### src/vnu_pkg.sv
`default_nettype none
package vnu_pkg;

   localparam int ELEMENT_WIDTH  = 32;
   localparam int ACC_WIDTH      = 64;
   localparam int NORM_WIDTH     = 48;
   localparam int MODE_WIDTH     = 2;
   localparam int RSP_DATA_WIDTH = 48;
   localparam int RSP_USER_WIDTH = 2;

   localparam int CSR_ADDR_WIDTH = 3;
   localparam int CSR_DATA_WIDTH = 32;

   localparam int QDEPTH       = 4;
   localparam int QPTR_WIDTH   = 2;
   localparam int QCOUNT_WIDTH = 3;

   localparam logic [MODE_WIDTH-1:0] MODE_INF   = 2'd0;
   localparam logic [MODE_WIDTH-1:0] MODE_ONE   = 2'd1;
   localparam logic [MODE_WIDTH-1:0] MODE_TWO   = 2'd2;
   localparam logic [MODE_WIDTH-1:0] MODE_BAD   = 2'd3;
   localparam logic [MODE_WIDTH-1:0] MODE_RESET = MODE_TWO;

   localparam logic [0:0] REG_NORM_MODE = 1'b0;

   localparam logic [ACC_WIDTH-1:0] ROOT_BIT_INIT = ACC_WIDTH'(1) << (ACC_WIDTH - 2);

   typedef struct packed {
      logic [ACC_WIDTH-1:0]  acc;
      logic                  ovf;
      logic [MODE_WIDTH-1:0] mode;
   } job_type;

   typedef struct packed {
      logic    valid;
      job_type job;
   } push_type;

endpackage
`default_nettype wire

### src/vnu_front.sv
`default_nettype none
module vnu_front (
   input  wire                                   clock,
   input  wire                                   reset,
   input  wire                                   req_tvalid,
   output logic                                  req_tready,
   input  wire  [vnu_pkg::ELEMENT_WIDTH-1:0]     req_tdata,   // element
   input  wire                                   req_tlast,
   input  wire  [vnu_pkg::MODE_WIDTH-1:0]        mode,
   input  wire  [vnu_pkg::QCOUNT_WIDTH-1:0]      q_count,
   output vnu_pkg::push_type                     push
);

   localparam int EW = vnu_pkg::ELEMENT_WIDTH;
   localparam int AW = vnu_pkg::ACC_WIDTH;
   localparam int MW = vnu_pkg::MODE_WIDTH;
   localparam int CW = vnu_pkg::QCOUNT_WIDTH;

   logic          s1_valid_ff, s1_valid_in;
   logic          s1_last_ff;
   logic [MW-1:0] s1_mode_ff;
   logic [EW-1:0] s1_mag_ff, s1_mag_in;

   logic          s2_valid_ff;
   logic          s2_last_ff;
   logic [MW-1:0] s2_mode_ff;
   logic [EW-1:0] s2_mag_ff;
   logic [AW-1:0] s2_prod_ff, s2_prod_in;

   logic [AW-1:0] acc_ff, acc_in, acc_next, addend, mag_ext;
   logic          ovf_ff, ovf_in, ovf_next;
   logic [AW:0]   sum;
   logic [CW-1:0] pending;
   logic          accept;

   always_comb begin
      pending    = q_count + CW'(s1_valid_ff & s1_last_ff) + CW'(s2_valid_ff & s2_last_ff);
      req_tready = pending < CW'(vnu_pkg::QDEPTH);
      accept     = req_tvalid & req_tready;
      s1_valid_in = accept;
      s1_mag_in  = req_tdata[EW-1] ? (~req_tdata + EW'(1)) : req_tdata;
      s2_prod_in = AW'(s1_mag_ff) * AW'(s1_mag_ff);
   end

   always_comb begin
      mag_ext  = AW'(s2_mag_ff);
      addend   = (s2_mode_ff == vnu_pkg::MODE_TWO) ? s2_prod_ff : mag_ext;
      sum      = {1'b0, acc_ff} + {1'b0, addend};
      acc_next = acc_ff;
      ovf_next = ovf_ff;
      unique case (s2_mode_ff)
         vnu_pkg::MODE_INF: begin
            if (mag_ext > acc_ff) begin
               acc_next = mag_ext;
            end
         end
         vnu_pkg::MODE_ONE, vnu_pkg::MODE_TWO: begin
            if (sum[AW]) begin
               acc_next = '1;
               ovf_next = 1'b1;
            end else begin
               acc_next = sum[AW-1:0];
            end
         end
         default: begin
            acc_next = acc_ff;
         end
      endcase
      acc_in = acc_ff;
      ovf_in = ovf_ff;
      if (s2_valid_ff) begin
         acc_in = s2_last_ff ? '0 : acc_next;
         ovf_in = s2_last_ff ? 1'b0 : ovf_next;
      end
      push.valid    = s2_valid_ff & s2_last_ff;
      push.job.acc  = acc_next;
      push.job.ovf  = ovf_next;
      push.job.mode = s2_mode_ff;
   end

   always_ff @(posedge clock) begin
      if (reset) begin
         s1_valid_ff <= 1'b0;
         s2_valid_ff <= 1'b0;
         acc_ff      <= '0;
         ovf_ff      <= 1'b0;
      end else begin
         s1_valid_ff <= s1_valid_in;
         s2_valid_ff <= s1_valid_ff;
         acc_ff      <= acc_in;
         ovf_ff      <= ovf_in;
      end
   end

   always_ff @(posedge clock) begin
      if (accept) begin
         s1_mag_ff  <= s1_mag_in;
         s1_last_ff <= req_tlast;
         s1_mode_ff <= mode;
      end
      s2_mag_ff  <= s1_mag_ff;
      s2_prod_ff <= s2_prod_in;
      s2_last_ff <= s1_last_ff;
      s2_mode_ff <= s1_mode_ff;
   end

endmodule
`default_nettype wire

### src/vnu_queue.sv
`default_nettype none
module vnu_queue (
   input  wire                                clock,
   input  wire                                reset,
   input  wire vnu_pkg::push_type             push,
   input  wire                                pop,
   output logic                               q_valid,
   output vnu_pkg::job_type                   q_job,
   output logic [vnu_pkg::QCOUNT_WIDTH-1:0]   q_count
);

   localparam int PW = vnu_pkg::QPTR_WIDTH;
   localparam int CW = vnu_pkg::QCOUNT_WIDTH;

   vnu_pkg::job_type mem_ff [vnu_pkg::QDEPTH];
   logic [PW-1:0] head_ff, head_in, tail_ff, tail_in;
   logic [CW-1:0] count_ff, count_in;
   logic          do_pop;

   always_comb begin
      q_valid  = count_ff != '0;
      q_job    = mem_ff[head_ff];
      q_count  = count_ff;
      do_pop   = pop & q_valid;
      head_in  = do_pop ? head_ff + PW'(1) : head_ff;
      tail_in  = push.valid ? tail_ff + PW'(1) : tail_ff;
      count_in = count_ff + CW'(push.valid) - CW'(do_pop);
   end

   always_ff @(posedge clock) begin
      if (reset) begin
         head_ff  <= '0;
         tail_ff  <= '0;
         count_ff <= '0;
      end else begin
         head_ff  <= head_in;
         tail_ff  <= tail_in;
         count_ff <= count_in;
      end
   end

   always_ff @(posedge clock) begin
      if (push.valid) begin
         mem_ff[tail_ff] <= push.job;
      end
   end

endmodule
`default_nettype wire

### src/vnu_back.sv
`default_nettype none
module vnu_back (
   input  wire                                    clock,
   input  wire                                    reset,
   input  wire                                    q_valid,
   input  wire vnu_pkg::job_type                  q_job,
   output logic                                   pop,
   output logic                                   rsp_tvalid,
   input  wire                                    rsp_tready,
   output logic [vnu_pkg::RSP_DATA_WIDTH-1:0]     rsp_tdata,  // norm_value
   output logic [vnu_pkg::RSP_USER_WIDTH-1:0]     rsp_tuser   // saturated, mode_error
);

   localparam int AW = vnu_pkg::ACC_WIDTH;
   localparam int NW = vnu_pkg::NORM_WIDTH;

   localparam logic [1:0] ST_IDLE = 2'd0;
   localparam logic [1:0] ST_ROOT = 2'd1;
   localparam logic [1:0] ST_HOLD = 2'd2;

   logic [1:0]    state_ff, state_in;
   logic [AW-1:0] n_ff, n_in, root_ff, root_in, bit_ff, bit_in, trial;
   logic          sat_ff, sat_in;

   logic          out_valid_ff, out_valid_in;
   logic [NW-1:0] out_value_ff, out_value_in;
   logic          out_sat_ff, out_sat_in, out_err_ff, out_err_in;

   logic          out_free, load;
   logic [NW-1:0] load_value;
   logic          load_sat, load_err;

   always_comb begin
      out_free   = !out_valid_ff || rsp_tready;
      trial      = root_ff + bit_ff;
      state_in   = state_ff;
      n_in       = n_ff;
      root_in    = root_ff;
      bit_in     = bit_ff;
      sat_in     = sat_ff;
      pop        = 1'b0;
      load       = 1'b0;
      load_value = '0;
      load_sat   = q_job.ovf;
      load_err   = 1'b0;
      unique case (state_ff)
         ST_IDLE: begin
            if (q_valid) begin
               unique case (q_job.mode)
                  vnu_pkg::MODE_TWO: begin
                     pop      = 1'b1;
                     n_in     = q_job.acc;
                     root_in  = '0;
                     bit_in   = vnu_pkg::ROOT_BIT_INIT;
                     sat_in   = q_job.ovf;
                     state_in = ST_ROOT;
                  end
                  vnu_pkg::MODE_INF, vnu_pkg::MODE_ONE: begin
                     pop  = out_free;
                     load = out_free;
                     if (|q_job.acc[AW-1:NW]) begin
                        load_value = '1;
                        load_sat   = 1'b1;
                     end else begin
                        load_value = q_job.acc[NW-1:0];
                     end
                  end
                  default: begin
                     pop      = out_free;
                     load     = out_free;
                     load_err = 1'b1;
                  end
               endcase
            end
         end
         ST_ROOT: begin
            if (n_ff >= trial) begin
               n_in    = n_ff - trial;
               root_in = (root_ff >> 1) + bit_ff;
            end else begin
               root_in = root_ff >> 1;
            end
            bit_in = bit_ff >> 2;
            if (bit_ff[0]) begin
               state_in = ST_HOLD;
            end
         end
         ST_HOLD: begin
            load       = out_free;
            load_value = root_ff[NW-1:0];
            load_sat   = sat_ff;
            if (out_free) begin
               state_in = ST_IDLE;
            end
         end
         default: begin
            state_in = ST_IDLE;
         end
      endcase
      out_valid_in = load | (out_valid_ff & !rsp_tready);
      out_value_in = load ? load_value : out_value_ff;
      out_sat_in   = load ? load_sat : out_sat_ff;
      out_err_in   = load ? load_err : out_err_ff;
      rsp_tvalid   = out_valid_ff;
      rsp_tdata    = out_value_ff;
      rsp_tuser    = {out_err_ff, out_sat_ff};
   end

   always_ff @(posedge clock) begin
      if (reset) begin
         state_ff     <= ST_IDLE;
         out_valid_ff <= 1'b0;
      end else begin
         state_ff     <= state_in;
         out_valid_ff <= out_valid_in;
      end
   end

   always_ff @(posedge clock) begin
      n_ff         <= n_in;
      root_ff      <= root_in;
      bit_ff       <= bit_in;
      sat_ff       <= sat_in;
      out_value_ff <= out_value_in;
      out_sat_ff   <= out_sat_in;
      out_err_ff   <= out_err_in;
   end

endmodule
`default_nettype wire

### src/vector_norm_unit.sv
// Elements: one item per cycle unless stalled; each passes stage 1 and stage 2 registers
// before the accumulator. All results pass the queue and output register; the two-norm also
// waits for the 32-step bit-pair square root in the back end, one vector at a time.
// A 4-entry queue of finished sums lets accumulation of later vectors overlap the square root;
// input stalls while four finished vectors are queued or in flight.
// Synchronous reset clears the accumulator, the queue and the output; norm_mode returns to 2.
`default_nettype none
module vector_norm_unit (
   input  wire                                    clock,
   input  wire                                    reset,
   input  wire                                    req_tvalid,
   output logic                                   req_tready,
   input  wire  [vnu_pkg::ELEMENT_WIDTH-1:0]      req_tdata,   // element
   input  wire                                    req_tlast,
   output logic                                   rsp_tvalid,
   input  wire                                    rsp_tready,
   output logic [vnu_pkg::RSP_DATA_WIDTH-1:0]     rsp_tdata,   // norm_value
   output logic [vnu_pkg::RSP_USER_WIDTH-1:0]     rsp_tuser,   // saturated, mode_error
   input  wire                                    csr_psel,
   input  wire                                    csr_penable,
   input  wire                                    csr_pwrite,
   input  wire  [vnu_pkg::CSR_ADDR_WIDTH-1:0]     csr_paddr,
   input  wire  [vnu_pkg::CSR_DATA_WIDTH-1:0]     csr_pwdata,
   output logic [vnu_pkg::CSR_DATA_WIDTH-1:0]     csr_prdata,
   output logic                                   csr_pready
);

   logic [vnu_pkg::MODE_WIDTH-1:0]   mode_ff, mode_in;
   logic                             csr_hit;
   logic [vnu_pkg::QCOUNT_WIDTH-1:0] q_count;
   logic                             q_valid, pop;
   vnu_pkg::job_type                 q_job;
   vnu_pkg::push_type                push;

   always_comb begin
      csr_pready = 1'b1;
      csr_hit    = csr_paddr[vnu_pkg::CSR_ADDR_WIDTH-1] == vnu_pkg::REG_NORM_MODE;
      mode_in    = (csr_psel & csr_penable & csr_pwrite & csr_pready & csr_hit)
                   ? csr_pwdata[vnu_pkg::MODE_WIDTH-1:0] : mode_ff;
      csr_prdata = csr_hit ? vnu_pkg::CSR_DATA_WIDTH'(mode_ff) : '0;
   end

   always_ff @(posedge clock) begin
      if (reset) begin
         mode_ff <= vnu_pkg::MODE_RESET;
      end else begin
         mode_ff <= mode_in;
      end
   end

   vnu_front u_front (
      .clock      (clock),
      .reset      (reset),
      .req_tvalid (req_tvalid),
      .req_tready (req_tready),
      .req_tdata  (req_tdata),
      .req_tlast  (req_tlast),
      .mode       (mode_ff),
      .q_count    (q_count),
      .push       (push)
   );

   vnu_queue u_queue (
      .clock   (clock),
      .reset   (reset),
      .push    (push),
      .pop     (pop),
      .q_valid (q_valid),
      .q_job   (q_job),
      .q_count (q_count)
   );

   vnu_back u_back (
      .clock      (clock),
      .reset      (reset),
      .q_valid    (q_valid),
      .q_job      (q_job),
      .pop        (pop),
      .rsp_tvalid (rsp_tvalid),
      .rsp_tready (rsp_tready),
      .rsp_tdata  (rsp_tdata),
      .rsp_tuser  (rsp_tuser)
   );

endmodule
`default_nettype wire
### config.mk
export PLATFORM = sky130hd
export DESIGN_NAME = vector_norm_unit
export DESIGN_NICKNAME = d
export VERILOG_FILES = /design/src/vnu_pkg.sv /design/src/vnu_front.sv /design/src/vnu_queue.sv /design/src/vnu_back.sv /design/src/vector_norm_unit.sv
export SDC_FILE = /design/constraint.sdc
export NUM_CORES = 2
export LEC_CHECK = 0
export BUFFER_PORTS_ARGS = -buffer_cell sky130_fd_sc_hd__clkbuf_2
export CELL_PAD_IN_SITES_DETAIL_PLACEMENT = 0
export CELL_PAD_IN_SITES_GLOBAL_PLACEMENT = 1
export CORE_MARGIN = 3
export CORE_UTILIZATION = 35
export CTS_CLUSTER_DIAMETER = 200
export CTS_CLUSTER_SIZE = 16
export DETAILED_ROUTE_END_ITERATION = 8
export GPL_TIMING_DRIVEN = 0
export PLACE_DENSITY_LB_ADDON = 0.1
export SLEW_MARGIN = 20
export SYNTH_ARGS = -nofsm -noshare
export SYNTH_HDL_FRONTEND = slang
export SYNTH_SLANG_ARGS = --single-unit
### constraint.sdc
create_clock -name clock -period 10.3 [get_ports clock]
set_input_delay 1.545 -clock clock [delete_from_list [all_inputs] [get_ports clock]]
set_output_delay 1.545 -clock clock [all_outputs]
set_load 0.02 [all_outputs]
Yosys cells after proc, flatten, opt, wreduce, memory -nomap -nowiden
Memory sizes are Yosys's and may differ from the RTL's. A register that Yosys moved wholly into a read port is not among the register bits.
Cells that the tools add are included.
{"block": "totals", "reg_bits": 456, "mem_bits_rw": 268, "input_bits": 75, "output_inout_bits": 85, "memories": 1}
{"block": "op_classes", "n_addsub": 11, "n_mul": 1, "order_cmp": 3, "n_eq_ne": 11, "mux": 45, "n_bitwise": 12, "n_reduce_logical": 17}
{"name": "u_queue.mem_ff", "depth": 4, "width": 67, "read_ports": 1, "rd_clocked_by_memory_dff": 1, "write_ports": 1, "line_no": "vnu_queue.sv:15", "rtl": "vnu_pkg::job_type mem_ff [vnu_pkg::QDEPTH];"}
{"op": "$mux 64", "n": 12}
{"op": "$pmux 64 s2", "n": 4}
{"op": "$mux 48", "n": 3}
{"op": "$pmux 48 s2", "n": 1}
{"op": "$add 64x64->65", "n": 1}
{"op": "$add 63x64->64", "n": 1}
{"op": "$add 64x64->64", "n": 1}
{"op": "$ge 64x64->1", "n": 1}
{"op": "$gt 32x64->1", "n": 1}
{"op": "$mul 32x32->64", "n": 1}
{"op": "$sub 64x64->64", "n": 1}
{"op": "$add 32x1->32 const B", "n": 1}
{"op": "$not 32->32", "n": 1}
{"op": "$mux 31", "n": 1}
{"op": "$reduce_or 16->1", "n": 1}
{"op": "$mux 1", "n": 14}
{"op": "$mux 2", "n": 7}
{"op": "$and 1x1->1", "n": 9}
{"op": "$reduce_and 4->1", "n": 2}
{"op": "$add 3x3->3", "n": 2}
{"op": "$eq 2x1->1 const B", "n": 3}
{"op": "$eq 2x2->1 const B", "n": 3}
{"op": "$logic_not 2->1", "n": 3}
{"op": "$ne 2x1->1 const B", "n": 3}
{"op": "17 further kinds", "n": 23}

Logic depth before layout (Yosys ltp)
{"block": "depth", "word_depth": 8, "mapped_depth": 33}

Modules after synthesis
A second synthesis with hierarchy kept.
{"block": "unflattened", "cells_unflattened": 7097, "area_unflattened_um2": 70211.1}
{"mod": "vnu_front", "n_inst": 1, "cells_per_inst": 4681, "area_each_um2": 42215.5, "seq_area_each_um2": 4334.2}
{"mod": "vnu_back", "n_inst": 1, "cells_per_inst": 1977, "area_each_um2": 17475.5, "seq_area_each_um2": 6396.1}
{"mod": "vnu_queue", "n_inst": 1, "cells_per_inst": 395, "area_each_um2": 10172.3, "seq_area_each_um2": 8227.9}
{"mod": "vector_norm_unit", "n_inst": 1, "cells_per_inst": 44, "area_each_um2": 347.8, "seq_area_each_um2": 40.0}

Least setup slack after synthesis
Ideal clock, no wire load.
{"block": "synth_path", "path_type": "reg-to-reg", "start": "reg (tool-made name)", "end": "reg u_back.n_ff[0] (enable)", "t_arrival_ns": 7.610, "slack_ns": 2.264, "path_stages_with_launch": 9, "synth_period_minus_slack_ns": 8.036, "path_cell_list": "dfxtp_1 > clkbuf_1 > buf_1 > mux4_2 > nand2b_1 > nor2_1 > nor2_1 > nor2_1 > o21a_1"}
{"element": "to (signal assigned)", "line_no": "vnu_back.sv:120", "rtl": "n_ff <= n_in;"}
{"element": "to (decl)", "line_no": "vnu_back.sv:22", "rtl": "logic [AW-1:0] n_ff, n_in, root_ff, root_in, bit_ff, bit_in, trial;"}

Worst setup path after layout
{"block": "layout_path", "start": "reg u_front.s1_mag_ff[13]", "end": "reg u_front.s2_prod_ff[57]"}
{"block": "layout_via", "elab_chain_cells": 1}
{"element": "from (decl)", "line_no": "vnu_front.sv:22", "rtl": "logic [EW-1:0] s1_mag_ff, s1_mag_in;"}
{"element": "from (signal assigned)", "line_no": "vnu_front.sv:97", "rtl": "s1_mag_ff <= s1_mag_in;"}
{"element": "$mul 32x32->64", "line_no": "vnu_front.sv:42", "rtl": "s2_prod_in = AW'(s1_mag_ff) * AW'(s1_mag_ff);"}
{"element": "net u_front.s2_prod_in[57]", "line_no": "vnu_front.sv:28", "rtl": "logic [AW-1:0] s2_prod_ff, s2_prod_in;"}
{"element": "to (signal assigned)", "line_no": "vnu_front.sv:102", "rtl": "s2_prod_ff <= s2_prod_in;"}
{"element": "to (decl)", "line_no": "vnu_front.sv:28"}
The timed path passes the listed nets, and every way through them passes these cells.
A chain may end at the register's enable or synchronous reset.

==> summary by stage <==
Critical path
STA classifies the critical path startpoint as a flop. The critical path crosses 29 cells after its start point. The category of cells accounting for the largest share of critical-path delay is adder cells. The required time at the endpoint of the critical path is around 11000 ps.

Together, buffers and inverters on the worst path number 9. The class of the most critical setup path is flop to flop. In this run the worst path has a maximum fanout of 10. The library cell appearing most often on the critical path is sky130_fd_sc_hd__fa_1.

Measured in cells, the most critical reg-to-reg path has a length of 29. The endpoint kind of the worst setup timing path is a flop. The largest individual stage delay along the critical path comes from the cell sky130_fd_sc_hd__edfxtp_1. At the worst endpoint, the arrival time is between 10000 and 15000 ps. In this design, the stage delay of the slowest critical-path cell is 800 ps.

Route
The final wirelength is 253000 um. For this block, the initial DRC count from the detailed router was between 3000 and 4000. The mean number of vias per cell is 5.22. Before antenna repair, the detailed router went through 5 iterations. The final route contains 51300 vias. The number of DRC violations after detailed routing is 0.

The remaining antenna violation count after routing is 0. After detailed routing, the average wire length per cell comes to around 26 um.

CTS
The total clock sinks is 692. Clock latency on the worst-skew pair, taken at its later pin, is roughly 700 ps. The number of buffers inserted for hold repair after clock tree synthesis is 0.

The clock passes through at most 3 buffers. The TritonCTS buffer count is 49. The clock tree from TritonCTS is yes. CTS placed an instance of sky130_fd_sc_hd__clkbuf_16 at the clock tree root.

The clock transition at the register clock pins on the worst setup and hold paths after CTS is 70 ps. The clock tree synthesis step divided the H-tree into 2 levels.

Timing
The number of endpoints failing setup at the final stage is 0. The total count of max-transition violations in the final report is 0. The worst relative slew slack is 0.181. The worst hold slack is about 350 ps. After layout, the minimum clock period comes to 9950 ps.

At the pin with the least slew margin, the transition time is 1230 ps. Dividing the final minimum period by the clock period gives 0.966. The clock tree skew after final layout is about 66 ps. Setup repair after global routing left no endpoint under its margin. For this run, the top clock speed supported by timing is 101 MHz.

The sum of negative setup slack is 0 ps. The number of hold violations in the final report was 0.

Synthesis
The proportion of register bits with asynchronous set or reset after synthesis is 0. Yosys instantiated no cell more often than sky130_fd_sc_hd__inv_1. Of the total synthesized cell area, the portion taken by XOR and XNOR cells is 0.0465. In the synthesized netlist the dominant register cell turns out to be sky130_fd_sc_hd__edfxtp_1. The number of synthesis warnings is 0. The share of synthesized area in the top cell type comes to 0.229. The post-synthesis instance total is approximately 7000. The area fraction in and, or, nand and nor cells after synthesis is 0.116.

The mapped cell area is 69500 um^2. The share of the Yosys chip area taken by registers is 0.273. The number of distinct library cells after synthesis is 93. The post-synthesis share of cell area spent on full adders, half adders and majority gates is 0.325. In the post-synthesis netlist, the biggest area contributors are sky130_fd_sc_hd__fa_1, sky130_fd_sc_hd__edfxtp_1, sky130_fd_sc_hd__ha_1, sky130_fd_sc_hd__inv_1, sky130_fd_sc_hd__dfxtp_1. The commonest cells after synthesis are sky130_fd_sc_hd__inv_1, sky130_fd_sc_hd__fa_1, sky130_fd_sc_hd__nand2_1.

The cell type contributing the most total cell area after synthesis is sky130_fd_sc_hd__fa_1. The register bit count reported by yosys is roughly 690. In this run, synthesis inferred 514 flip-flops with an integrated enable. The compound-cell area share of the yosys netlist came to 0.125. The mean instance size in the synthesized netlist is 9.98 um^2. By area, the combinational part of the netlist is dominated by adder cells.

The multiplexer share of the synthesized area is 0.0336.

Die
The total I/O pin count is 160. The die is ~450 um wide. The core area is 196000 um^2.

The die covers 204000 um^2. In this run the core area contains 162 standard-cell rows. The starting density of the core is 0.354. The die boundary height is 452 um.

Placement
The HPWL after detailed placement is approximately 210000 um. At the end of routability-driven placement, the weighted congestion stood at ~0.94. In this run, placement finished with an instance count of 9731. The count of input and output buffers is 96.

Global routing
The number of antenna violations at the first check in global routing was 11. The number of global-route vias before repair came to 54000. Entering global routing, the biggest net connects 44 pins. Global routing finished with a remaining overflow of 0. For this run, the total global-route usage over all layers was measured as 0.246. The global-route wire length before repair is around 370000 um.

Layout
The core occupancy in the finished layout is 0.384. The layout has roughly 20000 filler cells. The net count of the finished layout is approximately 8600. Of the cells placed in the final design, the portion with a size suffix greater than 1 is 0.0715. The finished layout holds 9834 standard cells, fillers aside. From synthesis to final layout, the design area changed by 8.53%.

The area of combinational cells with multiple inputs is approximately 45000 um^2. Registers take between 15000 and 20000 um^2.

Outcome
The run finished with clean final reports.

Worst hold path
The path class of the tightest hold or removal check is flop to flop. Counting instances, the worst hold path has a depth of 0.

Job
Max-cap violations in this run came to 0.
## logic make-up (layout without fill, tap and decap cells)
family,after synthesis,count (layout)
other cells,2,43
xor+xnor,369,369
flops,692,692
simple gates,1683,1683
fa+ha+maj,1330,1330
mux,144,144
buf+inv,1415,1624
compound gates,1325,1325
## cells in the final DEF (no fill, tap or decap), types with 31 or more instances in the layout
| cell | n |
|---|---|
| sky130_fd_sc_hd__clkbuf_2 | 149 |
| sky130_fd_sc_hd__a31oi_1 | 94 |
| sky130_fd_sc_hd__edfxtp_1 | 514 |
| sky130_fd_sc_hd__nand4_1 | 78 |
| sky130_fd_sc_hd__xor2_1 | 163 |
| sky130_fd_sc_hd__a21oi_1 | 336 |
| sky130_fd_sc_hd__and2_1 | 305 |
| sky130_fd_sc_hd__fa_1 | 795 |
| sky130_fd_sc_hd__o21a_1 | 33 |
| sky130_fd_sc_hd__nor2b_1 | 54 |
| sky130_fd_sc_hd__and3_1 | 39 |
| sky130_fd_sc_hd__mux2i_1 | 34 |
| sky130_fd_sc_hd__a31o_2 | 35 |
| sky130_fd_sc_hd__o21bai_1 | 50 |
| sky130_fd_sc_hd__clkbuf_1 | 243 |
| sky130_fd_sc_hd__conb_1 | 31 |
| sky130_fd_sc_hd__o21ai_0 | 280 |
| sky130_fd_sc_hd__a21o_1 | 137 |
| sky130_fd_sc_hd__buf_4 | 52 |
| sky130_fd_sc_hd__inv_1 | 1071 |
| sky130_fd_sc_hd__ha_1 | 535 |
| sky130_fd_sc_hd__xnor2_1 | 206 |
| sky130_fd_sc_hd__mux4_2 | 67 |
| sky130_fd_sc_hd__dfxtp_1 | 178 |
| sky130_fd_sc_hd__a22oi_1 | 58 |
| sky130_fd_sc_hd__mux2_2 | 43 |
| sky130_fd_sc_hd__clkbuf_16 | 49 |
| sky130_fd_sc_hd__nor2_1 | 318 |
| sky130_fd_sc_hd__nand3_1 | 69 |
| sky130_fd_sc_hd__nor3_1 | 51 |
| sky130_fd_sc_hd__nand2_1 | 634 |
## per-stage QoR
step	instance area [um^2]	worst slack (ps)
global route	75400	31.8
finish	75400	351
CTS	75300	4.33
global placement	73400	-2310
detailed placement	73900	-404
floorplan	69600	2260
## metal layers
| metal | track usage | part of all wire | wire, um |
|---|---|---|---|
| met1 | 0.310 | 0.42 | 105000 |
| met2 | 0.436 | 0.50 | 126000 |
| met3 | 0.0217 | 0.041 | 10400 |
| met4 | 0.0944 | 0.045 | 11400 |
| met5 | 0 | 0 | 0 |
## sequential cells by signal, indices dropped and copies added, names as in the netlist, 3 cells and up, named ones only
register	cells
u_back.bit_ff	32
u_front.s2_prod_ff	62
u_back.n_ff	64
u_back.rsp_tdata	48
u_back.root_ff	64
u_queue.mem_ff	268
u_front.acc_ff	64
u_front.s1_mag_ff	32
u_queue.q_count	3
u_front.s2_mag_ff	32
## worst paths after layout
kind | start | to | slack (ps)
min reg2reg | u_front.s1_mode_ff[0] | u_front.s2_mode_ff[0] | 350
max reg2reg | u_front.s1_mag_ff[13] | u_front.s2_prod_ff[57] | 350
max | u_front.s1_mag_ff[13] | u_front.s2_prod_ff[57] | 350
min | u_front.s1_mode_ff[0] | u_front.s2_mode_ff[0] | 350
## repair_timing
item | CTS | global route
setup endpoints to repair | 10 | 10
gates resized for setup | 13 | 75
buffers inserted | 0 | 6
## layout make-up
cell class,instances,area share
multi-input combinational,4882,0.599
clock buffer,85,0.0182
antenna,12,0.000398
buffer,338,0.0209
sequential,692,0.252
clock inverter,4,0.000647
timing repair buffer,124,0.0118
inverter,1073,0.0534
tap,2624,0.0435
Power is left out: the tool's default activity adds up to more than one toggle a clock period on the data nets, which glitch-free logic cannot reach.
